$ cat config.mk
export PLATFORM = sky130hd
export DESIGN_NAME = stp_ram
export DESIGN_NICKNAME = d
export VERILOG_FILES = /design/src/sv/stp_ram.sv
export SDC_FILE = /design/constraint.sdc
export NUM_CORES = 1
export LEC_CHECK = 0
export ABC_AREA = 1
export ABC_CLOCK_PERIOD_IN_PS = 4200
export BUFFER_PORTS_ARGS = -buffer_cell sky130_fd_sc_hd__buf_2
export CAP_MARGIN = 0
export CORE_MARGIN = 10
export CORE_UTILIZATION = 55
export CTS_BUF_LIST = sky130_fd_sc_hd__clkbuf_4 sky130_fd_sc_hd__clkbuf_8
export CTS_CLUSTER_SIZE = 14
export DETAILED_ROUTE_END_ITERATION = 8
export GPL_TIMING_DRIVEN = 0
export PLACE_DENSITY = 0.81
export SLEW_MARGIN = 40
export SYNTH_ARGS = -nofsm -noshare
export SYNTH_HDL_FRONTEND = slang
export SYNTH_SLANG_ARGS = --single-unit
export TNS_END_PERCENT = 20
$ cat constraint.sdc
create_clock -name clk_i -period 4.2 [get_ports clk_i]
set_input_delay 1.26 -clock clk_i [delete_from_list [all_inputs] [get_ports clk_i]]
set_output_delay 1.26 -clock clk_i [all_outputs]
set_load 0.02 [all_outputs]
$ cat src/sv/stp_ram.sv
// ----------------------------------------------------------------------------
// stp_ram
// Generic single-write, single-read RAM with registered read data.
// ----------------------------------------------------------------------------
module stp_ram #(
  parameter int Width = 8,
  parameter int Depth = 16
) (
  input  logic                     clk_i,
  input  logic                     we_i,
  input  logic [$clog2(Depth)-1:0] waddr_i,
  input  logic [Width-1:0]         wdata_i,
  input  logic                     re_i,
  input  logic [$clog2(Depth)-1:0] raddr_i,
  output logic [Width-1:0]         rdata_o
);

  logic [Width-1:0] mem_q [Depth];
  logic [Width-1:0] rdata_q;

  always_ff @(posedge clk_i) begin
    if (we_i) begin
      mem_q[waddr_i] <= wdata_i;
    end
    if (re_i) begin
      rdata_q <= mem_q[raddr_i];
    end
  end

  assign rdata_o = rdata_q;

endmodule

* Word level (Yosys, flattened, before mapping)
Memories as Yosys holds them, arrays and structs flattened. A register that Yosys moved wholly into a read port is not among the register bits. Cells that the tools add are included.
Cells by class: muxes and demuxes 2
Operator list (number):
- $mux 1 | 2
Storage, ports and cells: register bits after elaboration 0, memory bits (writable) 128, input bits 19, output and inout port bits 8, word-level logic and storage cells 3, memories 1
Memories:
- mem_q | words 16, bits a word 8, read ports 1, clocked after Yosys merged registers in 1, write ports 1, line 18 | logic [Width-1:0] mem_q [Depth];

* Depth between registers and ports, before layout
depth in word-level cells 2, gate-level depth with buffers 8, gate-level depth less buffers 7

* Worst setup path after synthesis
Ideal clock, no wire load.
path kind in2reg, start input port waddr_i[2], end memory mem_q[10][0] (enable), library setup time 0.370 ns, data arrival time 1.841 ns, required time 3.830 ns, slack 1.989 ns, cell stages on the path 2, path buffers 0, path through nand3b_1 -> nor2_1
RTL lines:
- start: declaration | line 11 | input logic [$clog2(Depth)-1:0] waddr_i,
- end: declaration | line 18
No word-level cell before the write port.

* Worst setup path in the final report
start register rdata_q[0], in the netlist rdata_o[0] (read register of mem_q), end output port rdata_o[0]
RTL lines:
- start: declaration | line 19 | logic [Width-1:0] rdata_q;
- end: declaration | line 15 | output logic [Width-1:0] rdata_o
No word-level cell between the ends.

==> results.toml <==
[floorplan]
die_w_um = 123.1
rows = 37
dieArea_um2 = 15150
die-height_um = 123.1
start_util = 0.5664
ios = 27
fp.coreArea_um2 = 10320

[critical_path]
ff2ff_path_depth = 6
required_ns = 2.94
r2r_end = "rdata_o[3]"
crit_path_max_fanout = 1
r2r-start = "mem_q[6][3]"
worstSetupStartpointType = "flop"
critPathArrivalTime_ns = 0.95
critPathTopFamily = "flip-flops"
path_buf_inv = 1
path_class = "reg2out"
worst_path_max_delay_cell = "edfxtp_1"
cp_cell_sequence = "buf_2"
endpoint_kind = "output port"
cp_slowest_stage_delay_ns = 0.35
r2r_slack_ns = 2.99
crit_start = "rdata_o[0]"

[cells_and_area]
post-route-util = 0.6348
instances_no_fill = 742
fill_cells = 786
diodes = 0
drive_above_1_share = 0.1337
nNetsFinal = 612
syn_to_final_growth_pct = 12.09
regArea_um2 = 4084
multi_input_comb_area_um2 = 1219
final_cell_area_um2 = 6554

[drt]
drc = 0
num_vias = 3971
routed_via_density = 5.352
drt-initial-drc-count = 477
dr.pass1.iters = 7
ant_nets = 0
wl_um = 13610
wl_per_cell_um = 18.34

[timing]
period_share = 0.5253
worst_pin_slew_ns = 0.7934
hold_viol_final = 0
skew_ns = 0.006950
fin_ws_ns = 1.994
rsz0062_at_grt = "no"
fin_crit_ns = 2.206
setup_viol_count_final = 0
final_max_slew_viol_count = 0
fin_tns_setup_ns = 0
slew_headroom = 0.4691
fmax_ghz = 0.4532

[yosys]
synth_area_leaders = "edfxtp_1 (70%), nand2_1 (11%), nand3_1 (8.3%)"
yosys_warnings = 0
synth_top_area_share = 0.6985
ys_async_sr_fraction = 0
synth_seq_area_share = 0.6985
ys_types = 11
synth_area_leader_cell = "edfxtp_1"
syn_area_um2 = 5847
yosysMostFrequentCell = "nand2_1"
ys_seq_elements = 136
synth_ff_type = "edfxtp_1"
synth_fp_nets = 570
avgSynthCellArea_um2 = 10.61
netlist_instances = 551
synth_commonest_cells = "nand2_1 (173), edfxtp_1 (136), inv_1 (100)"
synth_edf_count = 136

[placement]
port_buffers = 23
post-place-ws_ns = 1.429
place_inst = 710
dpl_cell_area_um2 = 6132
hpwl_um = 9186
place_congestion = 0.9494

[grt]
antenna_found_initial = 0
first_global_vias = 3788
grt_max_degree = 17
track_usage = 0.1862
grt-ovfl-total = 0
grt_pass1_wl_um = 20820

[pwr]
powerDensity_nw_per_um2 = 433.6
peakVddDrop_mv = 0.3785
leakage_uw = 0.002818

[hold_path]
min_from = "mem_q[13][5]"
min_to = "rdata_o[5]"
hp-class = "reg2reg"
min_path_cells = 6

[clock_tree]
cts_hold_buf = 0
cts-resized-gates = 0
post_cts_buffers = 0
clock_path_buffers = 2
cts_buffers = 17
cts_tree = "done"
clkLatencyLatePin_ns = 0.43
clkTransAtPathRegs_ns = 0.08
ctsRootBufferMaster = "clkbuf_8"
cts.htree.levels = 4
clkSinkCount = 136

[run]
max_cap_viol_count = 0

[run_status]
outcome = "complete, no violations"
[worst max path at each step]
stage	to	slack, ns	cells past startpoint
finish	rdata_o[0]	1.99	1
floorplan	mem_q[10][0]	1.99	2
detailed placement	mem_q[9][4]	1.43	3
CTS	mem_q[9][6]	1.89	3
global placement	mem_q[9][0]	1.50	3
global route	mem_q[4][4]	1.91	3
[registers in the layout, summed over array words and instances, names as in the netlist]
name     count
mem_q      128
rdata_o      8
[cell families (layout without fill, tap and decap cells)]
logic type             after synthesis  after routing  share of synthesized area
AND/OR/NAND/NOR                    289            289                     0.2076
flip-flops                         136            136                     0.6985
buffers and inverters              126            181                    0.09394
[power breakdown]
group	switching [µW]	total [µW]	internal [µW]
registers	6.97	1530	1530
clock network	506	1100	597
logic	148	205	57.2
[cells in the final DEF, fill, tap and decap left out]
| cell type | n |
|---|---|
| buf_1 | 1 |
| buf_2 | 36 |
| buf_4 | 4 |
| buf_6 | 6 |
| bufinv_16 | 3 |
| clkbuf_4 | 1 |
| clkbuf_8 | 17 |
| clkinv_1 | 1 |
| clkinv_4 | 3 |
| clkinvlp_4 | 5 |
| edfxtp_1 | 136 |
| inv_1 | 100 |
| inv_2 | 2 |
| inv_6 | 2 |
| nand2_1 | 173 |
| nand3_1 | 97 |
| nand3b_1 | 2 |
| nor2_1 | 15 |
| nor2_2 | 2 |
[worst reg2reg max path: stages, from the launching register on]
cell,delay (ns)
edfxtp_1,0.39
inv_1,0.07
nand2_1,0.05
nand3_1,0.14
nand3_1,0.12
nand3_1,0.11
nand2_1,0.08
[metal layers]
layer | vias to the layer above | wire length (µm) | track usage
met5 | - | 0 | 0
met4 | 0 | 274 | 0.06914
met3 | 25 | 1484 | 0.04877
met2 | 235 | 6214 | 0.2768
met1 | 1843 | 5638 | 0.2588
li1 | 1868 | - | -
[through the flow]
step	hold WS (ns)	power [µW]
3_3_place_gp	0.7459	1758
5_1_grt	0.8511	2930
2_1_floorplan	0.6829	1680
3_5_place_dp	0.7492	1765
4_1_cts	0.7690	2839
6_report	0.7775	2842
[final cells by class]
type                            instances  share of cell area
Sequential cell                       136              0.6231
Multi-Input combinational cell        289              0.1859
Inverter                              102             0.05842
Clock buffer                           18             0.03685
Clock inverter                         14             0.02673
Tap cell                              136             0.02596
Buffer                                 24             0.02539
Timing Repair Buffer                   23             0.01756
(Power assumes the default switching activity.)
