===== config.mk =====
export PLATFORM = sky130hd
export DESIGN_NAME = stp_cell
export DESIGN_NICKNAME = d
export VERILOG_FILES = /design/src/sv/stp_pkg.sv /design/src/sv/stp_cell.sv
export SDC_FILE = /design/constraint.sdc
export NUM_CORES = 1
export LEC_CHECK = 0
export BUFFER_PORTS_ARGS = -buffer_cell sky130_fd_sc_hd__buf_2
export CAP_MARGIN = 15
export CORE_MARGIN = 1.5
export CORE_UTILIZATION = 42
export DETAILED_ROUTE_END_ITERATION = 7
export HOLD_SLACK_MARGIN = 0.06
export PLACE_DENSITY = 0.87
export SYNTH_ARGS = -nofsm -noshare
export SYNTH_HDL_FRONTEND = slang
export SYNTH_SLANG_ARGS = --single-unit

===== constraint.sdc =====
create_clock -name clk_i -period 3.05 [get_ports clk_i]
set_clock_uncertainty 0.1 [all_clocks]
set_input_delay 0.305 -clock clk_i [delete_from_list [all_inputs] [get_ports clk_i]]
set_output_delay 0.305 -clock clk_i [all_outputs]
set_load 0.05 [all_outputs]

===== src/sv/stp_pkg.sv =====
// ----------------------------------------------------------------------------
// stp_pkg
// Shared sizes, cell operation codes and the cell control bundle of the
// string table packer.
// ----------------------------------------------------------------------------
package stp_pkg;

  localparam int TABLE_DEPTH = 4096;
  localparam int MAX_TOKEN   = 64;

  localparam int SYM_W   = 8;
  localparam int START_W = 12;
  localparam int TAB_AW  = $clog2(TABLE_DEPTH);
  localparam int USED_W  = $clog2(TABLE_DEPTH + 1);
  localparam int TOK_IW  = $clog2(MAX_TOKEN);
  localparam int LEN_W   = $clog2(MAX_TOKEN + 1);

  typedef enum logic [2:0] {
    CELL_IDLE,
    CELL_LOAD,   // capture token symbol at the selected cell, clear match bit
    CELL_SCAN,   // advance the match bit with one table symbol
    CELL_MASK,   // keep only match bits shorter than the token
    CELL_SEEK,   // move match bits one cell up
    CELL_SHIFT   // move token symbols one cell down
  } cell_op_e;

  typedef struct packed {
    cell_op_e              op;
    logic [SYM_W-1:0]      sym;
    logic                  wr_en;
    logic [TOK_IW-1:0]     wr_idx;
    logic [LEN_W-1:0]      len;
  } cell_ctrl_t;

endpackage


===== src/sv/stp_cell.sv =====
// ----------------------------------------------------------------------------
// stp_cell
// One token position: holds a token symbol and the match bit for the prefix
// ending here. Match bits move up the chain, token symbols move down.
// ----------------------------------------------------------------------------
module stp_cell import stp_pkg::*; (
  input  logic              clk_i,
  input  logic              rst_ni,
  input  logic [TOK_IW-1:0] idx_i,
  input  cell_ctrl_t        ctrl_i,
  input  logic              d_prev_i,
  input  logic [SYM_W-1:0]  tok_next_i,
  output logic              d_o,
  output logic [SYM_W-1:0]  tok_o,
  output logic              hit_o
);

  logic             d_q, d_d;
  logic [SYM_W-1:0] tok_q, tok_d;
  logic [LEN_W:0]   idx_w;
  logic [LEN_W:0]   len_w;

  assign idx_w = (LEN_W + 1)'(idx_i);
  assign len_w = {1'b0, ctrl_i.len};

  // full-length prefix match ends at this cell
  assign hit_o = d_q && ((idx_w + (LEN_W + 1)'(1)) == len_w);

  always_comb begin
    d_d   = d_q;
    tok_d = tok_q;
    case (ctrl_i.op)
      CELL_LOAD: begin
        d_d = 1'b0;
        if (ctrl_i.wr_en && (ctrl_i.wr_idx == idx_i)) begin
          tok_d = ctrl_i.sym;
        end
      end
      CELL_SCAN:  d_d   = d_prev_i && (ctrl_i.sym == tok_q);
      CELL_MASK:  d_d   = d_q && ((idx_w + (LEN_W + 1)'(2)) <= len_w);
      CELL_SEEK:  d_d   = d_prev_i;
      CELL_SHIFT: tok_d = tok_next_i;
      default: begin
        d_d   = d_q;
        tok_d = tok_q;
      end
    endcase
  end

  always_ff @(posedge clk_i or negedge rst_ni) begin
    if (!rst_ni) begin
      d_q <= 1'b0;
    end else begin
      d_q <= d_d;
    end
  end

  always_ff @(posedge clk_i) begin
    tok_q <= tok_d;
  end

  assign d_o   = d_q;
  assign tok_o = tok_q;

endmodule


Word level (Yosys, flattened, before mapping)
Index checks and enable logic that the tools add are counted.
Cells by class
  add/sub/neg operators: 2
  $lt $le $gt $ge: 1
  equality and inequality tests: 9
  mux-type cells: 3
  reductions and logical operators: 7
Operator list (count)
  one-hot mux 8 bit (2 select lines): 1
  equality test 8 bit: 1
  two-way mux 8 bit: 1
  adder 6 x 1 -> 7 bit (second input constant): 1
  adder 6 x 2 -> 7 bit (second input constant): 1
  equality test 7 bit: 1
  <= comparator 7 bit: 1
  equality test 3 x 2 -> 1 bit (second input constant): 2
  equality test 3 bit (second input constant): 2
  equality test 6 bit: 1
  logical AND 1 bit: 4
  one-hot mux 1 bit (4 select lines): 1
  nonzero test 4 bit: 1
  equality test 3 x 1 -> 1 bit (second input constant): 1
  != test 2 bit (second input constant): 1
  AND reduction 2 bit: 1
  nonzero test 2 bit: 1
Word-level totals
  register bits after elaboration: 9
  word-level logic and storage cells: 24

Depth between registers and ports, before layout
  depth after elaboration: 4
  mapped depth: 9

Worst setup path after synthesis
OpenSTA, ideal clock, no wires.
  path type: input -> output
  from: in idx_i[0]
  to: out hit_o
  data arrival time: 2.026 ns
  required time: 2.645 ns
  setup slack: 0.619 ns
  stages: 4
  cell sequence: ha_1 -> xnor2_1 -> o2111ai_1 -> a2111oi_2
Between the ends
  longest elaborated chain between the ends: 3
Ends and longest elaborated chain
  from (decl): RTL line stp_cell.sv:9  | input logic [TOK_IW-1:0] idx_i,
  adder 6 x 1 -> 7 bit: RTL line stp_cell.sv:27  | assign hit_o = d_q && ((idx_w + (LEN_W + 1)'(1)) == len_w);
  equality test 7 bit: RTL line stp_cell.sv:27
  logical AND 1 bit: RTL line stp_cell.sv:27
  to (decl): RTL line stp_cell.sv:15  | output logic hit_o
Every way passes these cells.

Worst setup path after layout
  from: in idx_i[1]
  to: out hit_o
Same word-level chain as after synthesis.

==> impl_metrics.env <==
export IMPL_status="complete, no violations"
export IMPL_ctsResizeCount=0
export IMPL_hold_path_cell_count=3
export IMPL_setup_viol=0
export IMPL_yosys_area_share_simple=0.170
export IMPL_cts_buffer_depth=2
export IMPL_syn_area_sq_um=1020
export IMPL_antenna_found_initial=0
export IMPL_synth_compound_area_share=0.0989
export IMPL_wl_per_cell_um=12.5
export IMPL_min_period_ps=2240
export IMPL_cts_setup_buffers=0
export IMPL_clkPwrFrac=0.232
export IMPL_seq_power_share=0.376
export IMPL_synthAdderAreaFrac=0.110
export IMPL_leakage_nw=0.597
export IMPL_io_pins=52
export IMPL_portBuffers=51
export IMPL_synth_top_family_by_area="XOR/XNOR gates"
export IMPL_netlist_cell_type_count=30
export IMPL_fin_nets=213
export IMPL_reg2regPathDepth=5
export IMPL_vias=1017
export IMPL_drtAntennaViolNets=0
export IMPL_drt_total_wl_um=2360
export IMPL_die_y_um=52.4
export IMPL_hold_viol=0
export IMPL_grt_pass1_vias=976
export IMPL_track_usage=0.188
export IMPL_multiInputGateArea_sq_um=681
export IMPL_synth_ff_type="edfxtp_1"
export IMPL_area_delta_synth_final_pct=27.5
export IMPL_vias_per_cell=5.38
export IMPL_layout_drive_gt1_share=0.398
export IMPL_final_seq_area_sq_um=265
export IMPL_maxSlewHeadroom=0.750
export IMPL_avgSynthCellArea_sq_um=9.40
export IMPL_slew_violations=0
export IMPL_core_sq_um=2250
export IMPL_tightestPinTransition_ps=366
export IMPL_worstPathMaxFanout=6
export IMPL_fin_crit_sh=0.734
export IMPL_p_int_mw=0.260
export IMPL_antenna_cells=0
export IMPL_cp_required_ps=2640
export IMPL_fillers=219
export IMPL_yosysTopAreaCell="edfxtp_1"
export IMPL_dpl_hpwl_um=2000
export IMPL_swShare=0.337
export IMPL_grt_pass1_wl_um=3910
export IMPL_clock_sinks=9
export IMPL_synth_warnings=0
export IMPL_die_width_um=52.4
export IMPL_cp_start_kind="input port"
export IMPL_power_mw=0.393
export IMPL_ys_top_cells_by_area="edfxtp_1, xnor2_1, ha_1"
export IMPL_rows=17
export IMPL_post_synth_top_area_fraction=0.234
export IMPL_synth_seq_cells=9
export IMPL_synth_cells=109
export IMPL_hold_class="input port to flip-flop"
export IMPL_worst_ir_drop_vdd_mv=0.289
export IMPL_gp_congestion=0.823
export IMPL_synth_xor_area_frac=0.188
export IMPL_synthArstFlopShare=0.111
export IMPL_end_kind="primary output"
export IMPL_synth_most_common_cell="xnor2_1"
export IMPL_switchingPower_mw=0.132
export IMPL_max_freq_ghz=0.447
export IMPL_synth_edff_count=8
export IMPL_dr_pass1_iters=4
export IMPL_synthesis_nets=160
export IMPL_cts_root_buf="clkbuf_4"
export IMPL_grt_max_degree=11
export IMPL_muxShareOfSynthArea=0.0977
export IMPL_criticalPathCategory="input port to primary output"
export IMPL_cts_tree="done"
export IMPL_grt_ovfl_total=0
export IMPL_ys_seq_area_frac=0.259
export IMPL_rsz0062_at_grt="false"
export IMPL_drtIter0Drc=4
export IMPL_fin_tns_setup_ps=0
export IMPL_crit_arrival_ps=1830
export IMPL_drc=0
export IMPL_clk_latency_ps=260
export IMPL_numCtsBuffers=3
export IMPL_dieArea_sq_um=2750
export IMPL_h_tree_depth=1
export IMPL_comb_power_share=0.392
export IMPL_ys_top_cells_by_count="xnor2_1, ha_1, inv_1"
export IMPL_p_per_area_nw_per_um2=301
export IMPL_clkTransAtPathRegs_ps=60
export IMPL_cap_violations=0
export IMPL_start_util=0.454
metrics by stage:
stage / hold WS (ps) / instance area, sq um / cells / utilization / setup WS, ps
floorplan: -90.6 / 1020 / 109 / - / 619
global placement: -15.2 / 1270 / 184 / 0.563 / 864
detailed placement: -18.6 / 1270 / 184 / 0.563 / 793
CTS: 204 / 1310 / 189 / 0.579 / 795
global route: 240 / 1310 / 189 / 0.579 / 718
finish: 207 / 1310 / 189 / 0.579 / 811
sequential cells by signal, indices dropped and copies added (netlist names):
name and cells:
tok_o 8, d_o 1
power by group through the flow:
stage                     clock, mW  sequential [mW]  combinational [mW]
after floorplan                   0            0.173              0.0803
after global placement            0            0.150               0.147
after detailed placement          0            0.150               0.153
after CTS                    0.0948            0.148               0.155
after global routing         0.0995            0.148               0.171
final                        0.0910            0.148               0.154
cells in the final DEF (no fill, tap or decap), drive strengths merged:
| cell type | count |
|---|---|
| nand2 | 7 |
| nor4bb | 1 |
| buf | 51 |
| o2111ai | 1 |
| inv | 9 |
| a31oi | 3 |
| mux2 | 8 |
| or3 | 1 |
| nand4 | 4 |
| edfxtp | 8 |
| mux2i | 1 |
| o211ai | 1 |
| a2111oi | 2 |
| o21ai | 3 |
| xor2 | 6 |
| nand3b | 1 |
| nand3 | 5 |
| nor2 | 6 |
| a21oi | 4 |
| dlygate4sd3 | 1 |
| nor2b | 1 |
| clkbuf | 4 |
| nor4 | 4 |
| nor3 | 1 |
| and4 | 1 |
| xnor2 | 16 |
| o21a | 1 |
| ha | 9 |
| dfrtp | 1 |
worst paths after layout:
kind,start,slack [ps],to
max in group asynchronous,rst_ni,2530,d_o
worst min register to register,d_o,510,d_o
worst max-delay path,idx_i[1],810,hit_o
worst min-delay path,d_prev_i,210,d_o
worst max register to register,tok_o[7],1780,d_o
min in group asynchronous,rst_ni,240,d_o
critical path: stages:
cell and delay [ps]:
buf_2 160, ha_1 270, nand4_2 130, nor2_1 90
or3_1 110, a31oi_1 120, a2111oi_2 310, buf_2 320
cell type report:
class / count / area share
inverter: 9 / 0.0259
timing repair buffer: 52 / 0.203
clock buffer: 4 / 0.0201
tap: 28 / 0.0268
sequential: 9 / 0.203
multi-input combinational: 87 / 0.521
cells by family after synthesis:
family | count (synthesis)
DFF | 9
and+or+nand+nor | 32
muxes | 9
xor gates and xnor gates | 22
adders and majority gates | 9
buffers and inverters | 13
AOI/OAI and AO/OA | 15
repair_timing:
item / in CTS / in global routing
hold buffers: 1 / 0
endpoints found under the hold margin: 1 / 0
setup endpoints to repair: 0 / 0
layer usage:
layer / GRT usage / part of all wire
met5: 0 / 0
met4: 0.0641 / 0.0072
met2: 0.375 / 0.52
met1: 0.200 / 0.40
met3: 0.0171 / 0.073
No activity file was read; power rests on OpenSTA's default activity.
